==> config.mk <==
export PLATFORM = sky130hd
export DESIGN_NAME = button_press_duration_classifier_unit
export DESIGN_NICKNAME = d
export VERILOG_FILES = /design/src/rtl/core/bpdc_pkg.sv /design/src/rtl/core/bpdc_csr.sv /design/src/rtl/core/bpdc_engine.sv /design/src/rtl/core/button_press_duration_classifier_unit.sv
export SDC_FILE = /design/constraint.sdc
export NUM_CORES = 1
export LEC_CHECK = 0
export BUFFER_PORTS_ARGS = -buffer_cell sky130_fd_sc_hd__buf_4
export CORE_MARGIN = 1
export CORE_UTILIZATION = 31
export DETAILED_ROUTE_END_ITERATION = 7
export GPL_TIMING_DRIVEN = 0
export PLACE_DENSITY = 0.49
export REMOVE_ABC_BUFFERS = 1
export SETUP_SLACK_MARGIN = 0.3
export SLEW_MARGIN = 20
export SYNTH_ARGS = -nofsm -noshare
export SYNTH_HDL_FRONTEND = slang
export SYNTH_SLANG_ARGS = --single-unit
==> constraint.sdc <==
create_clock -name clock -period 7 [get_ports clock]
set_input_delay 1.05 -clock clock [delete_from_list [all_inputs] [get_ports clock]]
set_output_delay 1.05 -clock clock [all_outputs]
set_load 0.1 [all_outputs]
==> src/rtl/core/bpdc_pkg.sv <==
`timescale 1ns / 1ps
// -----------------------------------------------------------------------------
// Button press duration classifier - shared types and constants
// Event codes, register indexes and the structs passed between the units.
// -----------------------------------------------------------------------------
package bpdc_pkg;

   localparam int DUR_W       = 16;
   localparam int STEP_W      = 10;
   localparam int KIND_W      = 3;
   localparam int CSR_INDEX_W = 3;
   localparam int CSR_DATA_W  = 16;

   // Event codes carried on the result channel
   localparam logic [KIND_W-1:0] EV_PRESSED      = 3'd0;
   localparam logic [KIND_W-1:0] EV_SHORT        = 3'd1;
   localparam logic [KIND_W-1:0] EV_MEDIUM       = 3'd2;
   localparam logic [KIND_W-1:0] EV_LONG         = 3'd3;
   localparam logic [KIND_W-1:0] EV_LONG_LONG    = 3'd4;
   localparam logic [KIND_W-1:0] EV_UNCLASSIFIED = 3'd5;

   // Register indexes on the configuration port
   localparam logic [CSR_INDEX_W-1:0] CSR_PULL_UP         = 3'd0;
   localparam logic [CSR_INDEX_W-1:0] CSR_SHORT_LIMIT     = 3'd1;
   localparam logic [CSR_INDEX_W-1:0] CSR_MEDIUM_LOW      = 3'd2;
   localparam logic [CSR_INDEX_W-1:0] CSR_LONG_LIMIT      = 3'd3;
   localparam logic [CSR_INDEX_W-1:0] CSR_LONG_LONG_LIMIT = 3'd4;
   localparam logic [CSR_INDEX_W-1:0] CSR_TICK_STEP       = 3'd5;

   // Reset values of the registers
   localparam logic              RST_PULL_UP         = 1'b1;
   localparam logic [DUR_W-1:0]  RST_SHORT_LIMIT     = 16'd250;
   localparam logic [DUR_W-1:0]  RST_MEDIUM_LOW      = 16'd5000;
   localparam logic [DUR_W-1:0]  RST_LONG_LIMIT      = 16'd10000;
   localparam logic [DUR_W-1:0]  RST_LONG_LONG_LIMIT = 16'd15000;
   localparam logic [STEP_W-1:0] RST_TICK_STEP       = 10'd50;

   localparam logic [DUR_W-1:0]  DUR_MAX = 16'hFFFF;

   typedef struct packed {
      logic              pull_up;
      logic [DUR_W-1:0]  short_limit;
      logic [DUR_W-1:0]  medium_low;
      logic [DUR_W-1:0]  long_limit;
      logic [DUR_W-1:0]  long_long_limit;
      logic [STEP_W-1:0] tick_step;
   } cfg_type;

   typedef struct packed {
      logic [KIND_W-1:0] event_kind;
      logic [DUR_W-1:0]  press_duration;
   } result_type;

endpackage

==> src/rtl/core/bpdc_csr.sv <==
`timescale 1ns / 1ps
// -----------------------------------------------------------------------------
// Button press duration classifier - configuration registers
// Holds the pull-up setting, the class thresholds and the tick step.
// -----------------------------------------------------------------------------
module bpdc_csr
   import bpdc_pkg::*;
(
   input  logic                   clock,
   input  logic                   reset,
   input  logic                   csr_valid,
   input  logic [CSR_INDEX_W-1:0] csr_index,
   input  logic [CSR_DATA_W-1:0]  csr_data,
   output cfg_type                cfg
);

   cfg_type cfg_ff;
   cfg_type cfg_in;

   always_comb begin
      cfg_in = cfg_ff;
      if (csr_valid) begin
         case (csr_index)
            CSR_PULL_UP:         cfg_in.pull_up         = csr_data[0];
            CSR_SHORT_LIMIT:     cfg_in.short_limit     = csr_data[DUR_W-1:0];
            CSR_MEDIUM_LOW:      cfg_in.medium_low      = csr_data[DUR_W-1:0];
            CSR_LONG_LIMIT:      cfg_in.long_limit      = csr_data[DUR_W-1:0];
            CSR_LONG_LONG_LIMIT: cfg_in.long_long_limit = csr_data[DUR_W-1:0];
            CSR_TICK_STEP:       cfg_in.tick_step       = csr_data[STEP_W-1:0];
            default:             cfg_in = cfg_ff;   // drop writes to unknown indexes
         endcase
      end
   end

   always_ff @(posedge clock) begin
      if (reset) begin
         cfg_ff.pull_up         <= RST_PULL_UP;
         cfg_ff.short_limit     <= RST_SHORT_LIMIT;
         cfg_ff.medium_low      <= RST_MEDIUM_LOW;
         cfg_ff.long_limit      <= RST_LONG_LIMIT;
         cfg_ff.long_long_limit <= RST_LONG_LONG_LIMIT;
         cfg_ff.tick_step       <= RST_TICK_STEP;
      end else begin
         cfg_ff <= cfg_in;
      end
   end

   assign cfg = cfg_ff;

endmodule

==> src/rtl/core/bpdc_engine.sv <==
`timescale 1ns / 1ps
// -----------------------------------------------------------------------------
// Button press duration classifier - press tracking engine
// Edge expectation, press timing and release classification, one item a cycle on item_fire.
// -----------------------------------------------------------------------------
module bpdc_engine
   import bpdc_pkg::*;
(
   input  logic       clock,
   input  logic       reset,
   input  cfg_type    cfg,
   input  logic       item_fire,
   input  logic       item_mode,
   input  logic       item_level,
   output logic       res_valid,
   output result_type res
);

   logic             awaiting_ff, awaiting_in;
   logic             pressing_ff, pressing_in;
   logic [DUR_W-1:0] duration_ff, duration_in;
   logic             pressed_level;
   logic [DUR_W:0]   sum;

   function automatic logic [KIND_W-1:0] classify(input logic [DUR_W-1:0] d,
                                                  input cfg_type c);
      logic [KIND_W-1:0] k;
      if (d <= c.short_limit)
         k = EV_SHORT;
      else if (d >= c.medium_low && d <= c.long_limit)
         k = EV_MEDIUM;
      else if (d > c.long_limit && d <= c.long_long_limit)
         k = EV_LONG;
      else if (d > c.long_long_limit)
         k = EV_LONG_LONG;
      else
         k = EV_UNCLASSIFIED;
      return k;
   endfunction

   assign pressed_level = ~cfg.pull_up;
   assign sum = {1'b0, duration_ff} + {{(DUR_W + 1 - STEP_W){1'b0}}, cfg.tick_step};

   always_comb begin
      awaiting_in = awaiting_ff;
      pressing_in = pressing_ff;
      duration_in = duration_ff;
      res_valid   = 1'b0;
      res         = '0;
      if (item_fire) begin
         if (item_mode) begin
            // tick: while pressing and below the long-long limit, advance the duration, saturating
            if (pressing_ff && duration_ff < cfg.long_long_limit) begin
               duration_in = sum[DUR_W] ? DUR_MAX : sum[DUR_W-1:0];
            end
         end else if (awaiting_ff) begin
            if (item_level == pressed_level) begin
               awaiting_in        = 1'b0;
               pressing_in        = 1'b1;
               duration_in        = '0;
               res_valid          = 1'b1;
               res.event_kind     = EV_PRESSED;
               res.press_duration = '0;
            end
         end else if (item_level != pressed_level) begin
            awaiting_in = 1'b1;
            if (pressing_ff) begin
               res_valid          = 1'b1;
               res.event_kind     = classify(duration_ff, cfg);
               res.press_duration = duration_ff;
               pressing_in        = 1'b0;
               duration_in        = '0;
            end
         end
      end
   end

   always_ff @(posedge clock) begin
      if (reset) begin
         awaiting_ff <= 1'b1;
         pressing_ff <= 1'b0;
         duration_ff <= '0;
      end else begin
         awaiting_ff <= awaiting_in;
         pressing_ff <= pressing_in;
         duration_ff <= duration_in;
      end
   end

   // A press is timed exactly while the release edge is expected
   a_state_pair: assert property (@(posedge clock) disable iff (reset)
      awaiting_ff != pressing_ff)
      else $error("press timing and edge expectation disagree");

   // No time accumulates outside a press
   a_idle_zero: assert property (@(posedge clock) disable iff (reset)
      !pressing_ff |-> duration_ff == '0)
      else $error("duration non-zero while not pressing");

   // Duration only grows during a press
   a_monotonic: assert property (@(posedge clock) disable iff (reset)
      pressing_ff && pressing_in |=> duration_ff >= $past(duration_ff))
      else $error("duration fell during a press");

endmodule

==> src/rtl/core/button_press_duration_classifier_unit.sv <==
`timescale 1ns / 1ps
// -----------------------------------------------------------------------------
// Button press duration classifier
// Tracks button edges and timer ticks and reports press and release events.
// -----------------------------------------------------------------------------
// Usage
//   req channel: one transfer per pin-change event or timer tick. tuser holds
//     the mode (0 pin event, 1 tick), tdata bit 0 the sampled pin level.
//   rsp channel: one transfer per pressed or release event. tuser holds the
//     event kind, tdata the press duration in milliseconds.
//   csr channel: register writes by index; always ready. Write only while the
//     block is idle.
// Path: a request is held in the input register, then its result in the result
//   register until the rsp transfer completes.
// Throughput: one request per cycle sustained while rsp_tready is high; the input
//   register and the result register are separate stages, so a new request is taken
//   while a result waits on the rsp side, if the input register is free.
// Reset: edge expectation returns to press, timing stops, the duration clears
//   and the configuration registers take their default values.
// Stall: when rsp_tready is low with a result held, the input register still
//   takes one request; req_tready drops only when both stages are full.
// -----------------------------------------------------------------------------
module button_press_duration_classifier_unit
   import bpdc_pkg::*;
(
   input  logic                   clock,
   input  logic                   reset,
   // request stream
   input  logic                   req_tvalid,
   output logic                   req_tready,
   input  logic [7:0]             req_tdata,   // [0] pin_level, [7:1] zero
   input  logic                   req_tuser,   // [0] mode
   // result stream
   output logic                   rsp_tvalid,
   input  logic                   rsp_tready,
   output logic [DUR_W-1:0]       rsp_tdata,   // [15:0] press_duration
   output logic [KIND_W-1:0]      rsp_tuser,   // [2:0] event_kind
   // configuration write channel
   input  logic                   csr_valid,
   output logic                   csr_ready,
   input  logic [CSR_INDEX_W-1:0] csr_index,
   input  logic [CSR_DATA_W-1:0]  csr_data
);

   cfg_type    cfg;
   logic       in_valid_ff, in_valid_in;
   logic       in_mode_ff;
   logic       in_level_ff;
   logic       advance;
   logic       req_fire;
   logic       eng_valid;
   result_type eng_res;
   logic       out_valid_ff, out_valid_in;
   result_type out_res_ff;

   // configuration writes always complete; csr_ready is tied high
   assign csr_ready = 1'b1;

   bpdc_csr u_csr (
      .clock     (clock),
      .reset     (reset),
      .csr_valid (csr_valid),
      .csr_index (csr_index),
      .csr_data  (csr_data),
      .cfg       (cfg)
   );

   // move the held request into the engine when the result slot frees up
   assign advance    = in_valid_ff && (!out_valid_ff || rsp_tready);
   assign req_tready = !in_valid_ff || advance;
   assign req_fire   = req_tvalid && req_tready;

   always_comb begin
      in_valid_in = in_valid_ff;
      if (req_fire)
         in_valid_in = 1'b1;
      else if (advance)
         in_valid_in = 1'b0;
   end

   always_ff @(posedge clock) begin
      if (reset) begin
         in_valid_ff <= 1'b0;
      end else begin
         in_valid_ff <= in_valid_in;
      end
   end

   // hold payload until the next transfer
   always_ff @(posedge clock) begin
      if (req_fire) begin
         in_mode_ff  <= req_tuser;
         in_level_ff <= req_tdata[0];
      end
   end

   bpdc_engine u_engine (
      .clock      (clock),
      .reset      (reset),
      .cfg        (cfg),
      .item_fire  (advance),
      .item_mode  (in_mode_ff),
      .item_level (in_level_ff),
      .res_valid  (eng_valid),
      .res        (eng_res)
   );

   // result register: load on advance, drop once the transfer completes
   always_comb begin
      out_valid_in = out_valid_ff;
      if (advance)
         out_valid_in = eng_valid;
      else if (rsp_tready)
         out_valid_in = 1'b0;
   end

   always_ff @(posedge clock) begin
      if (reset) begin
         out_valid_ff <= 1'b0;
      end else begin
         out_valid_ff <= out_valid_in;
      end
   end

   always_ff @(posedge clock) begin
      if (advance && eng_valid) begin
         out_res_ff <= eng_res;
      end
   end

   assign rsp_tvalid = out_valid_ff;
   assign rsp_tdata  = out_res_ff.press_duration;
   assign rsp_tuser  = out_res_ff.event_kind;

   // A pressed event always reports zero duration
   a_pressed_zero: assert property (@(posedge clock) disable iff (reset)
      rsp_tvalid && rsp_tuser == EV_PRESSED |-> rsp_tdata == '0)
      else $error("pressed event with non-zero duration");

   // Backpressure reaches the request side only with both stages full
   a_ready_full: assert property (@(posedge clock) disable iff (reset)
      !req_tready |-> in_valid_ff && out_valid_ff && !rsp_tready)
      else $error("request stalled with a free stage");

endmodule
==> results by stage <==
Critical path:
- The worst setup path is launched from a flip-flop.
- The capture point of the worst reg-to-reg path is u_engine.duration_ff[15]$_SDFFE_PP0P_.
- The worst-path cell with the longest stage delay is a41oi_2.
- The worst setup slack for register-to-register paths is 4.05 ns.
- The critical path class is reg -> reg.
- The critical path goes through ha_1 -> nand4_1 -> nor4_2 -> o21ai_0 -> a41oi_2 -> o21bai_1 -> o2bb2a_4.
- The maximum fanout along the worst path is 16.
- For the worst flop-to-flop path, the logic depth is 7.
- The cell family contributing the most delay on the critical path is compound AO/OA/AOI/OAI gates.
- The critical path contains buffers and inverters numbering 0 combined.
- The startpoint identified for the worst register-to-register timing path is u_engine.duration_ff[15]$_SDFFE_PP0P_.
- The worst setup path is captured at a flip-flop.
- At the worst endpoint, the arrival time is 3.32 ns.
- The data required time at the worst endpoint is 7.37 ns.
- The largest single stage delay on the critical path is 0.68 ns.

Finish:
- Counting the fill cells in the layout gives 2228.
- In the final layout, flip-flops and latches occupy 2530 sq um.
- The fraction of layout instances using a drive strength above 1 is 0.112.
- The commonest non-fill, non-tap cell in the layout is nand2_1.
- The post-route non-filler standard cell count is 1124.
- Summing all non-filler instances in the final layout gives an area of 7810 sq um.
- The final net count is 944.
- The area overhead of the layout relative to synthesis is 18.0%.
- The count of antenna diodes in the layout is 0.
- The utilization after layout is 0.373.
- The library cells used most frequently in the layout, excluding fill and tap cells, are nand2_1, dfxtp_1, a21oi_1.
- In the final layout, the multi-input gates occupy 3700 sq um.

STA:
- The number of failing hold endpoints at the final stage is 0.
- The final worst slack is 4.05 ns.
- Hold is met by 0.452 ns.
- The normalized max-slew margin is 0.303.
- After routing, the total negative slack on setup checks comes to 0 ns.
- The minimum period implied by the final worst setup slack is 2.95 ns.
- Setup violations remaining at the end of the flow were counted as 0.
- At the pin with the least slew margin, the transition time is 1.05 ns.
- Setup repair after global routing left no endpoint under its margin.
- The worst clock skew is 0.0111 ns.
- Derived from the worst setup path, the maximum achievable clock frequency is 339 MHz.
- The final number of max-transition violations is 0.
- Of the available clock period, the critical path in the final layout requires 0.422.

Floorplan:
- During I/O placement, the number of pins put on the boundary was 55.
- The number of core rows is 53.
- The initial utilization of the core area, before any placement, comes to 0.316.
- The placeable core area is 21000 sq um.
- The die covers 21900 sq um.
- The die is 148 um wide.
- The die outline height is 148 um.

Power and ir drop:
- The worst-case IR drop observed on VDD is 0.000132 V.
- Total power for the finished layout comes to 1.71 mW.
- In this run the static leakage power is 3.29 nW.
- Dividing total power by cell area gives a power density of 219 nW/um^2.

Placement:
- The total cell area at the placement stage is 7210 sq um.
- Port buffering added 46 buffers.
- The final HPWL from detailed placement is 12600 um.
- The pre-CTS setup slack is 3.41 ns.
- Once placement completed, the tool counted placed cells totaling 1092.
- The placer congestion estimate is 0.775.

Status:
- The flow ran to the end, and the final reports show no timing, DRC or antenna violations.

Clocking:
- The clock reaches the later pin of the worst-skew pair after 0.42 ns.
- The CTS H-tree depth is 4.
- The clock transition time at the flip-flop clock pins of the worst setup and hold paths is 0.06 ns.
- Clock tree synthesis selected as its root buffer the cell clkbuf_16.
- Buffers added to address setup during post-CTS repair amount to 0.
- The clock tree from TritonCTS is built.
- Counting the buffers created by CTS gives 17.
- The TritonCTS sink count is 116.
- The maximum count of clock buffers along a single path is 2.
- Gates resized during post-CTS repair numbered 0.
- The hold buffer count at cts is 0.

Logic synthesis:
- The largest family of logic cells by synthesized area is simple AND/OR/NAND/NOR gates.
- The most used flip-flop cell after synthesis is dfxtp_1.
- For this run, asynchronously set or reset flops after synthesis account for 0.
- The cell area that synthesis handed to floorplanning was 6620 sq um.
- In this run, distinct cell masters in the synthesized netlist total 64.
- Of the total synthesized cell area, the portion taken by XOR and XNOR cells is 0.00907.
- The adder-cell area share of the yosys netlist is 0.143.
- The average cell area after synthesis is 8.28 sq um.
- The flip-flop and latch count after synthesis is 116.
- The area share of and/or/nand/nor cells after synthesis is 0.226.
- The proportion of synthesized area in mux cells is 0.00473.
- The cell count after synthesis came out at 799.
- For this run, the number of Yosys warnings is 0.
- The number of synthesized flops with an enable pin is 21.
- The compound-cell area share of the yosys netlist was 0.172.
- The sequential share of the synthesized area is 0.383.

Route:
- Once detail routing completed, the nets flagged for antenna violations numbered 0.
- The detail-routed via count per cell is 4.88.
- In the final routed layout, each cell accounts on average for 15.4 um.
- The routed layout has 5483 vias.
- Before antenna repair, the detailed router went through 4 iterations.
- After detailed routing, the number of remaining DRC violations is 0.
- The detailed-route wire length is 17300 um.
- In this run, the number of DRC markers left after iteration 0 of detailed routing was 258.

Flow run:
- The number of violations of the max-capacitance limit is 0.

Global route:
- The wire length of the first global-routing pass is 28000 um.
- The number of global-route vias before repair was 5230.
- In the global route stage, overall resource usage came out at 0.168.
- The initial antenna violation count is 0.
- The total overflow left after global routing is 0.
- Entering global routing, the biggest net connects 94 pins.

Hold path:
- The number of cells on the worst hold path is 2.
- The hold path endpoint is u_csr.cfg[69]$_SDFFE_PP0P_.
- The origin of the worst min-delay path is u_csr.cfg[69]$_SDFFE_PP0P_.
- The kind of path behind the tightest hold check is reg -> reg.
[area by class of cell]
class	instances	share of cell area
clock inverter	13	0.0176
sequential	116	0.324
timing repair buffer	47	0.0461
inverter	76	0.0365
tap	275	0.0441
multi-input combinational	578	0.473
clock buffer	19	0.0580
[metal layers]
layer / global-route usage / share of wire
met1: 0.229 / 0.51
met2: 0.259 / 0.44
met3: 0.0356 / 0.034
met4: 0.0634 / 0.019
met5: 0 / 0
[logic make-up (layout without fill, tap and decap cells)]
logic type / after synthesis / count (layout)
and+or+nand+nor: 308 / 308
AOI/OAI and AO/OA: 185 / 185
DFF: 116 / 116
buffers and inverters: 105 / 155
adders and majority gates: 75 / 75
xor gates and xnor gates: 6 / 6
muxes: 3 / 3
other: 1 / 1
[power breakdown]
group | switching (mW) | internal, mW
clock network | 0.308 | 0.569
logic | 0.0862 | 0.0431
registers | 0.0101 | 0.695
total | 0.405 | 1.31
[flip-flops by register name (all words and copies together) (netlist names)]
name and flops:
rsp_tvalid 1, rsp_tdata 16, u_csr.cfg 75, in_mode_ff 1, u_engine.awaiting_ff 1, rsp_tuser 3
u_engine.pressing_ff 1, in_valid_ff 1, in_level_ff 1, u_engine.duration_ff 16
[worst max path at each step]
| stage | start | end | slack, ns | cells after the start |
|---|---|---|---|---|
| 3_3_place_gp | rsp_tready | u_engine.duration_ff[11]$_SDFFE_PP0P_ | 3.21 | 7 |
| 2_1_floorplan | rsp_tready | u_engine.duration_ff[11]$_SDFFE_PP0P_ | 4.06 | 6 |
| 4_1_cts | rsp_tready | rsp_tuser[1]$_SDFFCE_PP0P_ | 3.86 | 7 |
| 6_report | u_engine.duration_ff[15]$_SDFFE_PP0P_ | u_engine.duration_ff[15]$_SDFFE_PP0P_ | 4.05 | 7 |
| 3_5_place_dp | rsp_tready | rsp_tuser[1]$_SDFFCE_PP0P_ | 3.41 | 7 |
| 5_1_grt | u_engine.duration_ff[15]$_SDFFE_PP0P_ | u_engine.duration_ff[15]$_SDFFE_PP0P_ | 3.75 | 7 |
[synthesized netlist by cell type, types with 3 or more instances]
cell type | n | share of area
o31ai_1 | 5 | 0.0057
a211oi_1 | 4 | 0.0045
a21oi_1 | 90 | 0.068
clkbuf_1 | 25 | 0.014
o21bai_1 | 3 | 0.0034
nor2_1 | 31 | 0.018
and2_1 | 20 | 0.019
nor4_1 | 4 | 0.0038
dfxtp_1 | 95 | 0.29
nor3_1 | 9 | 0.0068
a21o_1 | 5 | 0.0057
nand2_1 | 155 | 0.088
nand2b_1 | 5 | 0.0047
o21a_1 | 4 | 0.0045
inv_1 | 76 | 0.043
nand4_1 | 16 | 0.015
nor2b_1 | 11 | 0.010
edfxtp_1 | 21 | 0.095
ha_1 | 74 | 0.14
nand3b_1 | 16 | 0.018
or2_2 | 5 | 0.0047
and3_1 | 4 | 0.0038
o21ai_0 | 32 | 0.024
nand3_1 | 15 | 0.011
a211o_1 | 14 | 0.019
o22ai_1 | 3 | 0.0028
o211ai_1 | 5 | 0.0057
xnor2_1 | 3 | 0.0040
[worst register-to-register path, stage by stage (launching register included)]
cell and delay [ns]:
dfxtp_1 0.44, ha_1 0.39, nand4_1 0.20, nor4_2 0.39, o21ai_0 0.21, a41oi_2 0.68, o21bai_1 0.32, o2bb2a_4 0.26
Power figures use the tool's default switching activity.
